File: src/design/met_pkg.sv
package met_pkg;

  localparam int unsigned MaxIterDefault = 32;
  localparam int unsigned FracBits       = 24;
  localparam int unsigned CountMax       = 31;

  typedef struct packed {
    logic signed [31:0] point_re;
    logic signed [31:0] point_im;
  } in_t;

  typedef struct packed {
    logic [4:0] escape_count;
    logic [6:0] glyph;
  } out_t;

  typedef enum logic [2:0] {
    ST_IDLE,
    ST_SQ_X,
    ST_SQ_Y,
    ST_CHECK,
    ST_UPDATE,
    ST_DONE
  } state_e;

  // Escape radius squared, 4.0 in unsigned Q17.48.
  localparam logic [64:0] LimitSq = 65'(4) << 48;

  function automatic logic [6:0] shade_glyph(input logic [4:0] count);
    logic [6:0] g;
    case (count)
      5'd0:                g = 7'd32;   // space
      5'd1:                g = 7'd46;   // '.'
      5'd2:                g = 7'd58;   // ':'
      5'd3, 5'd4:          g = 7'd43;   // '+'
      5'd5, 5'd6:          g = 7'd120;  // 'x'
      5'd7, 5'd8, 5'd9:    g = 7'd88;   // 'X'
      5'd10, 5'd11, 5'd12,
      5'd13, 5'd14, 5'd15: g = 7'd37;   // '%'
      default:             g = 7'd35;   // '#'
    endcase
    return g;
  endfunction

  function automatic logic signed [31:0] sat_q824(input logic signed [41:0] v);
    logic signed [31:0] r;
    if (v > 42'sh0_7FFF_FFFF) begin
      r = 32'sh7FFF_FFFF;
    end else if (v < -42'sh0_8000_0000) begin
      r = -32'sh8000_0000;
    end else begin
      r = v[31:0];
    end
    return r;
  endfunction

endpackage

File: src/design/mandelbrot_escape_time_top.sv
// Escape-time unit for one point c of the Mandelbrot set, Q8.24 inputs.
// One signed 32x32 multiplier is shared: each iteration runs through the states x*x,
// y*y, escape test with x*y, and update. A point that escapes leaves at the escape
// test; one that never escapes runs all MAX_ITER iterations. A new point is taken only
// in idle, once the last result is in the output register; a stalled result holds it back.
// rst_ni is asynchronous, active low; it clears the sequencer and the result valid.
module mandelbrot_escape_time_top
  import met_pkg::*;
#(
  parameter int unsigned MAX_ITER = MaxIterDefault
) (
  input  logic clk_i,
  input  logic rst_ni,
  input  logic in_valid_i,
  output logic in_stall_o,
  input  in_t  in_data_i,
  output logic out_valid_o,
  input  logic out_stall_i,
  output out_t out_data_o
);

  localparam int unsigned StepW = $clog2(MAX_ITER + 1);

  state_e state_q, state_d;

  logic signed [31:0] cre_q, cim_q;
  logic signed [31:0] x_q, y_q;
  logic signed [63:0] prod_q;
  logic [63:0]        xx_q;
  logic signed [63:0] diff_q;
  logic [StepW-1:0]   step_q;
  logic [4:0]         cnt_q;
  logic               out_valid_q;
  out_t               out_data_q;

  logic               in_fire;
  logic               escaped;
  logic               last_step;
  logic               out_free;
  logic [64:0]        mag;
  logic signed [31:0] op_a, op_b;
  logic signed [63:0] mul_res;
  logic signed [40:0] xy_shift;
  logic signed [39:0] diff_shift;
  logic signed [31:0] x_next, y_next;
  logic [4:0]         step_cnt;

  assign in_fire  = in_valid_i && (state_q == ST_IDLE);
  assign out_free = !out_valid_q || !out_stall_i;

  // Shared multiplier operand selection.
  always_comb begin
    op_a = x_q;
    op_b = x_q;
    case (state_q)
      ST_SQ_Y: begin
        op_a = y_q;
        op_b = y_q;
      end
      ST_CHECK: begin
        op_a = x_q;
        op_b = y_q;
      end
      default: begin
        op_a = x_q;
        op_b = x_q;
      end
    endcase
  end

  assign mul_res = op_a * op_b;

  assign mag     = {1'b0, xx_q} + {1'b0, prod_q};
  assign escaped = mag > LimitSq;

  // 2*x*y shifted down by the fraction width, rounding toward minus infinity.
  assign xy_shift   = prod_q[63:FracBits-1];
  assign diff_shift = diff_q[63:FracBits];
  assign y_next     = sat_q824(42'(xy_shift) + 42'(cim_q));
  assign x_next     = sat_q824(42'(diff_shift) + 42'(cre_q));

  assign last_step = step_q == StepW'(MAX_ITER - 1);
  assign step_cnt  = (32'(step_q) > CountMax) ? 5'(CountMax) : 5'(step_q);

  always_ff @(posedge clk_i or negedge rst_ni) begin
    if (!rst_ni) begin
      state_q <= ST_IDLE;
    end else begin
      state_q <= state_d;
    end
  end

  always_comb begin
    state_d = state_q;
    case (state_q)
      ST_IDLE: begin
        if (in_valid_i) state_d = ST_SQ_X;
      end
      ST_SQ_X: state_d = ST_SQ_Y;
      ST_SQ_Y: state_d = ST_CHECK;
      ST_CHECK: begin
        state_d = escaped ? ST_DONE : ST_UPDATE;
      end
      ST_UPDATE: begin
        state_d = last_step ? ST_DONE : ST_SQ_X;
      end
      ST_DONE: begin
        if (out_free) state_d = ST_IDLE;
      end
      default: state_d = ST_IDLE;
    endcase
  end

  always_ff @(posedge clk_i) begin
    case (state_q)
      ST_IDLE: begin
        if (in_fire) begin
          cre_q  <= in_data_i.point_re;
          cim_q  <= in_data_i.point_im;
          x_q    <= '0;
          y_q    <= '0;
          step_q <= '0;
        end
      end
      ST_SQ_X: begin
        prod_q <= mul_res;
      end
      ST_SQ_Y: begin
        xx_q   <= prod_q;
        prod_q <= mul_res;
      end
      ST_CHECK: begin
        diff_q <= $signed(xx_q) - prod_q;
        prod_q <= mul_res;
        if (escaped) cnt_q <= step_cnt;
      end
      ST_UPDATE: begin
        x_q    <= x_next;
        y_q    <= y_next;
        step_q <= step_q + 1'b1;
        if (last_step) cnt_q <= '0;
      end
      default: begin
      end
    endcase
  end

  always_ff @(posedge clk_i or negedge rst_ni) begin
    if (!rst_ni) begin
      out_valid_q <= 1'b0;
    end else if (state_q == ST_DONE && out_free) begin
      out_valid_q <= 1'b1;
    end else if (!out_stall_i) begin
      out_valid_q <= 1'b0;
    end
  end

  always_ff @(posedge clk_i) begin
    if (state_q == ST_DONE && out_free) begin
      out_data_q.escape_count <= cnt_q;
      out_data_q.glyph        <= shade_glyph(cnt_q);
    end
  end

  assign in_stall_o  = state_q != ST_IDLE;
  assign out_valid_o = out_valid_q;
  assign out_data_o  = out_data_q;

endmodule

File: config.mk
export PLATFORM = sky130hd
export DESIGN_NAME = mandelbrot_escape_time_top
export DESIGN_NICKNAME = d
export VERILOG_FILES = /design/src/design/met_pkg.sv /design/src/design/mandelbrot_escape_time_top.sv
export SDC_FILE = /design/constraint.sdc
export NUM_CORES = 2
export LEC_CHECK = 0
export BUFFER_PORTS_ARGS = -buffer_cell sky130_fd_sc_hd__buf_2
export CORE_ASPECT_RATIO = 0.8
export CORE_MARGIN = 2
export CORE_UTILIZATION = 50
export CTS_CLUSTER_DIAMETER = 30
export DETAILED_ROUTE_END_ITERATION = 16
export GPL_TIMING_DRIVEN = 0
export PLACE_DENSITY = 0.66
export SLEW_MARGIN = 20
export SYNTH_ARGS = -nofsm -noshare
export SYNTH_HDL_FRONTEND = slang
export SYNTH_SLANG_ARGS = --single-unit
File: constraint.sdc
create_clock -name clk_i -period 26.3 [get_ports clk_i]
set_input_delay 1.315 -clock clk_i [delete_from_list [all_inputs] [get_ports clk_i]]
set_output_delay 1.315 -clock clk_i [all_outputs]
set_load 0.05 [all_outputs]
=== After elaboration in Yosys (flattened, before gate mapping) ===
Memories as Yosys holds them, arrays and structs flattened. A register that Yosys moved wholly into a read port is not among the register bits.
Index checks and enable logic that the tools add are counted.

* Bits in registers: 340
* Output and inout port bits: 14
* Bits of input ports: 68
* Word-level logic and storage cells: 74
* Bits in read-only memories: 112
* Memories kept: 1

* Mux-type cells: 22
* Add/subtract/negate cells: 5
* Eq/ne operators: 12
* Magnitude comparators: 6
* Multiply operators: 1
* Reduce and logical (&&, ||, !) cells: 15

{| class="wikitable"
|+ Memory list
! memory !! depth !! width !! read ports !! clocked after memory_dff !! wr ports !! line !! RTL
|-
| (name not given) || 16 || 7 || 1 || 1 || 0 || met_pkg.sv:31 || <nowiki>case (count)</nowiki>
|}

{| class="wikitable"
|+ Operators with widths
! cell !! number
|-
| $mux 32 || 7
|-
| $pmux 32 s2 || 2
|-
| $add 64x64->65 || 1
|-
| $gt 65x51->1 const B || 1
|-
| $mul 32x32->64 || 1
|-
| $sub 64x64->64 || 1
|-
| $add 41x32->42 || 1
|-
| $gt 42x32->1 const B || 1
|-
| $lt 42x32->1 const B || 1
|-
| $add 40x32->41 || 1
|-
| $gt 41x32->1 const B || 1
|-
| $lt 41x32->1 const B || 1
|-
| $pmux 3 s6 || 1
|-
| $mux 5 || 3
|-
| $pmux 6 s2 || 1
|-
| $ne 2x2->1 const B || 5
|-
| $pmux 5 s2 || 1
|-
| $mux 3 || 3
|-
| $add 6x1->6 const B || 1
|-
| $eq 3x2->1 const B || 2
|-
| $eq 3x3->1 const B || 2
|-
| $eq 6x5->1 const B || 1
|-
| $gt 6x5->1 const B || 1
|-
| $mux 6 || 1
|-
| 13 further kinds || 20
|}

=== Logic depth before layout (Yosys ltp) ===
* Depth after elaboration: 5
* Depth in mapped cells: 37
* Depth with buffers taken out: 32

=== Worst setup path before layout ===
OpenSTA, ideal clock, no wires.

* Path kind: register to register
* Start point: register state_q[1]
* End point: register prod_q[62] (data pin)
* Clock period less this slack: 11238 ps
* Data arrival time: 10981 ps
* Required time: 26042 ps
* Stages on the path, launching flop included: 34
* Path buffers: 6
* Slack: 15062 ps
* Library setup time: 258 ps
* Cell sequence: dfrtp_1 > clkbuf_1 > nand2b_1 > clkbuf_1 > nor2_1 > buf_1 > clkbuf_1 > clkbuf_1 > o22ai_1 > fa_1 > inv_1 > fa_1 > fa_1 > inv_1 > fa_1 > inv_1 > fa_1 > fa_1 > fa_1 > fa_1 > ha_1 > clkbuf_1 > a21o_1 > a311oi_1 > inv_1 > nor3_1 > a211oi_1 > nor2_1 > o21ai_0 > o41ai_1 > o31ai_1 > a221o_1 > a21oi_1 > xnor2_1

* Longest elaborated chain between the ends: 4
* Elaborated cells on any way between the ends: 6
* Classes of those cells: mul (1); eq/ne (2); mux (2); reduce/logical (1)

{| class="wikitable"
|+ Ends and longest elaborated chain
! element !! line !! RTL
|-
| from (decl) || mandelbrot_escape_time_top.sv:24 || <nowiki>state_e state_q, state_d;</nowiki>
|-
| from (signal assigned) || mandelbrot_escape_time_top.sv:89 || <nowiki>state_q <= state_d;</nowiki>
|-
| $eq 3x2->1 || mandelbrot_escape_time_top.sv:55 || <nowiki>case (state_q)</nowiki>
|-
| $reduce_or 2->1 (no line) || -- ||
|-
| $mux 32 || mandelbrot_escape_time_top.sv:55 ||
|-
| $mul 32x32->64 * || mandelbrot_escape_time_top.sv:71 || <nowiki>assign mul_res = op_a * op_b;</nowiki>
|-
| net mul_res[62] || mandelbrot_escape_time_top.sv:42 || <nowiki>logic signed [63:0] mul_res;</nowiki>
|-
| to (signal assigned) || mandelbrot_escape_time_top.sv:126 || <nowiki>prod_q <= mul_res;</nowiki>
|-
| to (signal assigned) || mandelbrot_escape_time_top.sv:130 || <nowiki>prod_q <= mul_res;</nowiki>
|-
| to (signal assigned) || mandelbrot_escape_time_top.sv:134 || <nowiki>prod_q <= mul_res;</nowiki>
|-
| to (decl) || mandelbrot_escape_time_top.sv:28 || <nowiki>logic signed [63:0] prod_q;</nowiki>
|}

The timed path passes the listed nets; every way through them passes the cells marked *.
A chain may end at the register's enable or synchronous reset.

=== Worst setup path after layout ===
* Start point: register state_q[1]
* End point: register prod_q[63] (data pin)

The elaborated chain is that of the path after synthesis.

==> impl_metrics.yaml <==
floorplanning:
  dieArea_sq_um: 119600
  start_util: 0.5023
  dieWidth_um: 386.2
  rows: 112
  io-pin-count: 82
  coreArea_sq_um: 116300
  die_y_um: 309.8
synth:
  synth_flop_cell: "edfxtp_1"
  synth_cell_types: 92
  synthTopCellsByArea: "fa_1 37%, edfxtp_1 16%, ha_1 8.4%, inv_1 7.4%, nand2_1 4.6%"
  synth_edf_count: 319
  ys_warn_count: 0
  synth_nets: 7800
  async_reset_ff_frac: 0.01238
  seq_area_frac_synth: 0.1657
  synth_common_cells: "1146 x inv_1, 1085 x fa_1, 717 x nand2_1"
  syn_area_sq_um: 58430
  syn_area_per_cell_sq_um: 9.343
  synth_most_common_cell: "inv_1"
  netlist_instances: 6254
  ys_seq_elements: 323
  synth_top_cell_by_area: "fa_1"
  yosysTopAreaCellShare: 0.3718
sta:
  period_share: 0.5562
  tightestPinTransition_ns: 1.347
  clock.fmax_mhz: 68.36
  final_max_slew_viol_count: 0
  finClkSkew_ns: 0.02310
  setup-violations-final: 0
  rsz0062_at_grt: "no"
  setup_tns_ns: 0
  finalHoldViolations: 0
  min_period_ns: 14.63
  relSlewSlack: 0.1020
  setup_ws_ns: 11.67
worst_hold_path:
  hp-class: "reg -> reg"
  min_to: "xx_q[2]"
  hold_depth: 0
  hp-start: "prod_q[2]"
worst_setup_path:
  startpoint_type: "flip-flop"
  worstSetupPathType: "reg -> reg"
  critPathMaxFanout: 10
  arrival_ns: 14.97
  required_ns: 26.64
  cpMaxStageDelayCell: "clkbuf_1"
  end_kind: "flip-flop"
  cp_slowest_stage_delay_ns: 0.97
  r2r-start: "state_q[1]"
  rr_endpoint: "prod_q[63]"
  ff2ff_setup_slack_ns: 11.67
  cpMostUsedCell: "fa_1"
  reg2reg_depth: 33
clock_network:
  path_clk_slew_ns: 0.07
  cts_made_buffers: 47
  post_cts_resized: 0
  cts.sinks: 323
  ctsLongestPathBuffers: 3
  cts_tree: "yes"
  clock_latency_ns: 0.59
  cts_setup_buffers: 0
  h-tree-depth: 2
  root_buffer: "clkbuf_16"
  postCtsHoldBufs: 0
drt:
  route.detailed.drc: 0
  dr.pass1.iters: 6
  drtIter0Drc: 5841
  vias: 48303
  via_per_inst: 6.042
  routedWlPerCell_um: 29.76
  routed_wl_um: 237900
  ant_nets: 0
global_routing:
  grt_pass1_vias: 47423
  grt_max_degree: 44
  grt_pass1_wl_um: 338800
  antenna_found_initial: 16
  grt_use_total: 0.4011
  grt-ovfl-total: 0
finish:
  fin_area_sq_um: 63270
  area_growth_pct: 8.279
  nFillCells: 10622
  final_nets: 7955
  drive_gt1_frac: 0.05444
placed_design:
  io_buffers: 81
  placed_area_sq_um: 61560
  gp_congestion: 1.060
  place_ws_ns: 12.24
  dpl.hpwl_um: 201100
run:
  maxCapViolCount: 0
outcome:
  status: "finished, final reports clean"
## area by class of cell
class / count / area (sq um) / area share
Multi-Input combinational cell: 4537 / 43810 / 0.6925
Tap cell: 1539 / 1926 / 0.03044
Clock inverter: 38 / 442.9 / 0.007001
Antenna cell: 7 / 17.52 / 0.0002769
Buffer: 248 / 993.5 / 0.01570
Inverter: 1146 / 4302 / 0.06799
Timing Repair Buffer: 106 / 863.3 / 0.01365
Clock buffer: 50 / 1230 / 0.01944
Sequential cell: 323 / 9679 / 0.1530
## metal layers
metal	GRT usage	vias to the layer above	part of all wire
met5	0.006441	-	0.0010
met4	0.1410	22	0.044
met3	0.1353	527	0.13
met2	0.5475	2986	0.40
met1	0.5894	24372	0.43
li1	-	20396	-
## state kept, by name, summed over array words and instances (netlist names)
register     cells
prod_q          64
diff_q          40
y_q             32
x_q             32
out_valid_o      1
state_q          3
step_q           6
cim_q           32
cnt_q            5
cre_q           32
out_data_o      12
xx_q            64
## worst max path at each step
stage                     slack, ns  depth (start not counted)        from          to
after floorplan               15.06                         33  state_q[1]  prod_q[62]
after global placement        10.12                         33  state_q[1]  prod_q[62]
after detailed placement      12.24                         33  state_q[1]  prod_q[63]
after CTS                     12.20                         33  state_q[1]  prod_q[63]
after global routing          11.40                         32  state_q[1]  prod_q[63]
final                         11.67                         33  state_q[1]  prod_q[63]
## worst max-delay path: cells and delay by family (launching register included)
| family | cells | cell delay (ns) |
|---|---|---|
| muxes | 1 | 0.87 |
| DFF | 1 | 0.33 |
| and+or+nand+nor | 4 | 0.81 |
| AOI/OAI and AO/OA | 9 | 4.00 |
| buffers and inverters | 9 | 3.73 |
| xor gates and xnor gates | 1 | 0.08 |
| adders and majority gates | 9 | 4.52 |
## placed cells by master, fill, tap and decap left out, drive strengths merged, types with 31 or more instances in the layout
cell type,n
nor3,63
edfxtp,319
a211oi,31
mux2,37
clkbuf,272
buf,132
o31ai,45
o21bai,52
mux2i,71
o21ai,157
inv,1162
a21o,117
fa,1085
nand4,39
a21oi,274
xnor2,142
nand3,64
nor4,51
xor2,57
ha,393
nor2b,42
nor2,699
nand2,717
## through the flow
| step | util | hold slack [ns] | cells |
|---|---|---|---|
| detailed placement | 0.5292 | 0.4915 | 7899 |
| CTS | 0.5436 | 0.5090 | 7987 |
| global route | 0.5438 | 0.5202 | 7987 |
| floorplan | - | 0.4244 | 6254 |
| global placement | 0.5224 | 0.4799 | 7874 |
| finish | 0.5439 | 0.5086 | 7994 |
## kinds of logic (layout without fill, tap and decap cells)
family,Yosys count,in the layout,synth area share
adder cells (fa/ha/maj),1478,1478,0.4559
AND/OR/NAND/NOR,1825,1825,0.1340
other,0,7,0
flip-flops,323,323,0.1657
AO/OA/AOI/OAI,927,927,0.1050
XOR/XNOR,199,199,0.02996
buffers and inverters,1394,1588,0.09013
multiplexers,108,108,0.01929
Power is left out: the tool's default activity adds up to more than one toggle a clock period on the data nets, which glitch-free logic cannot reach.
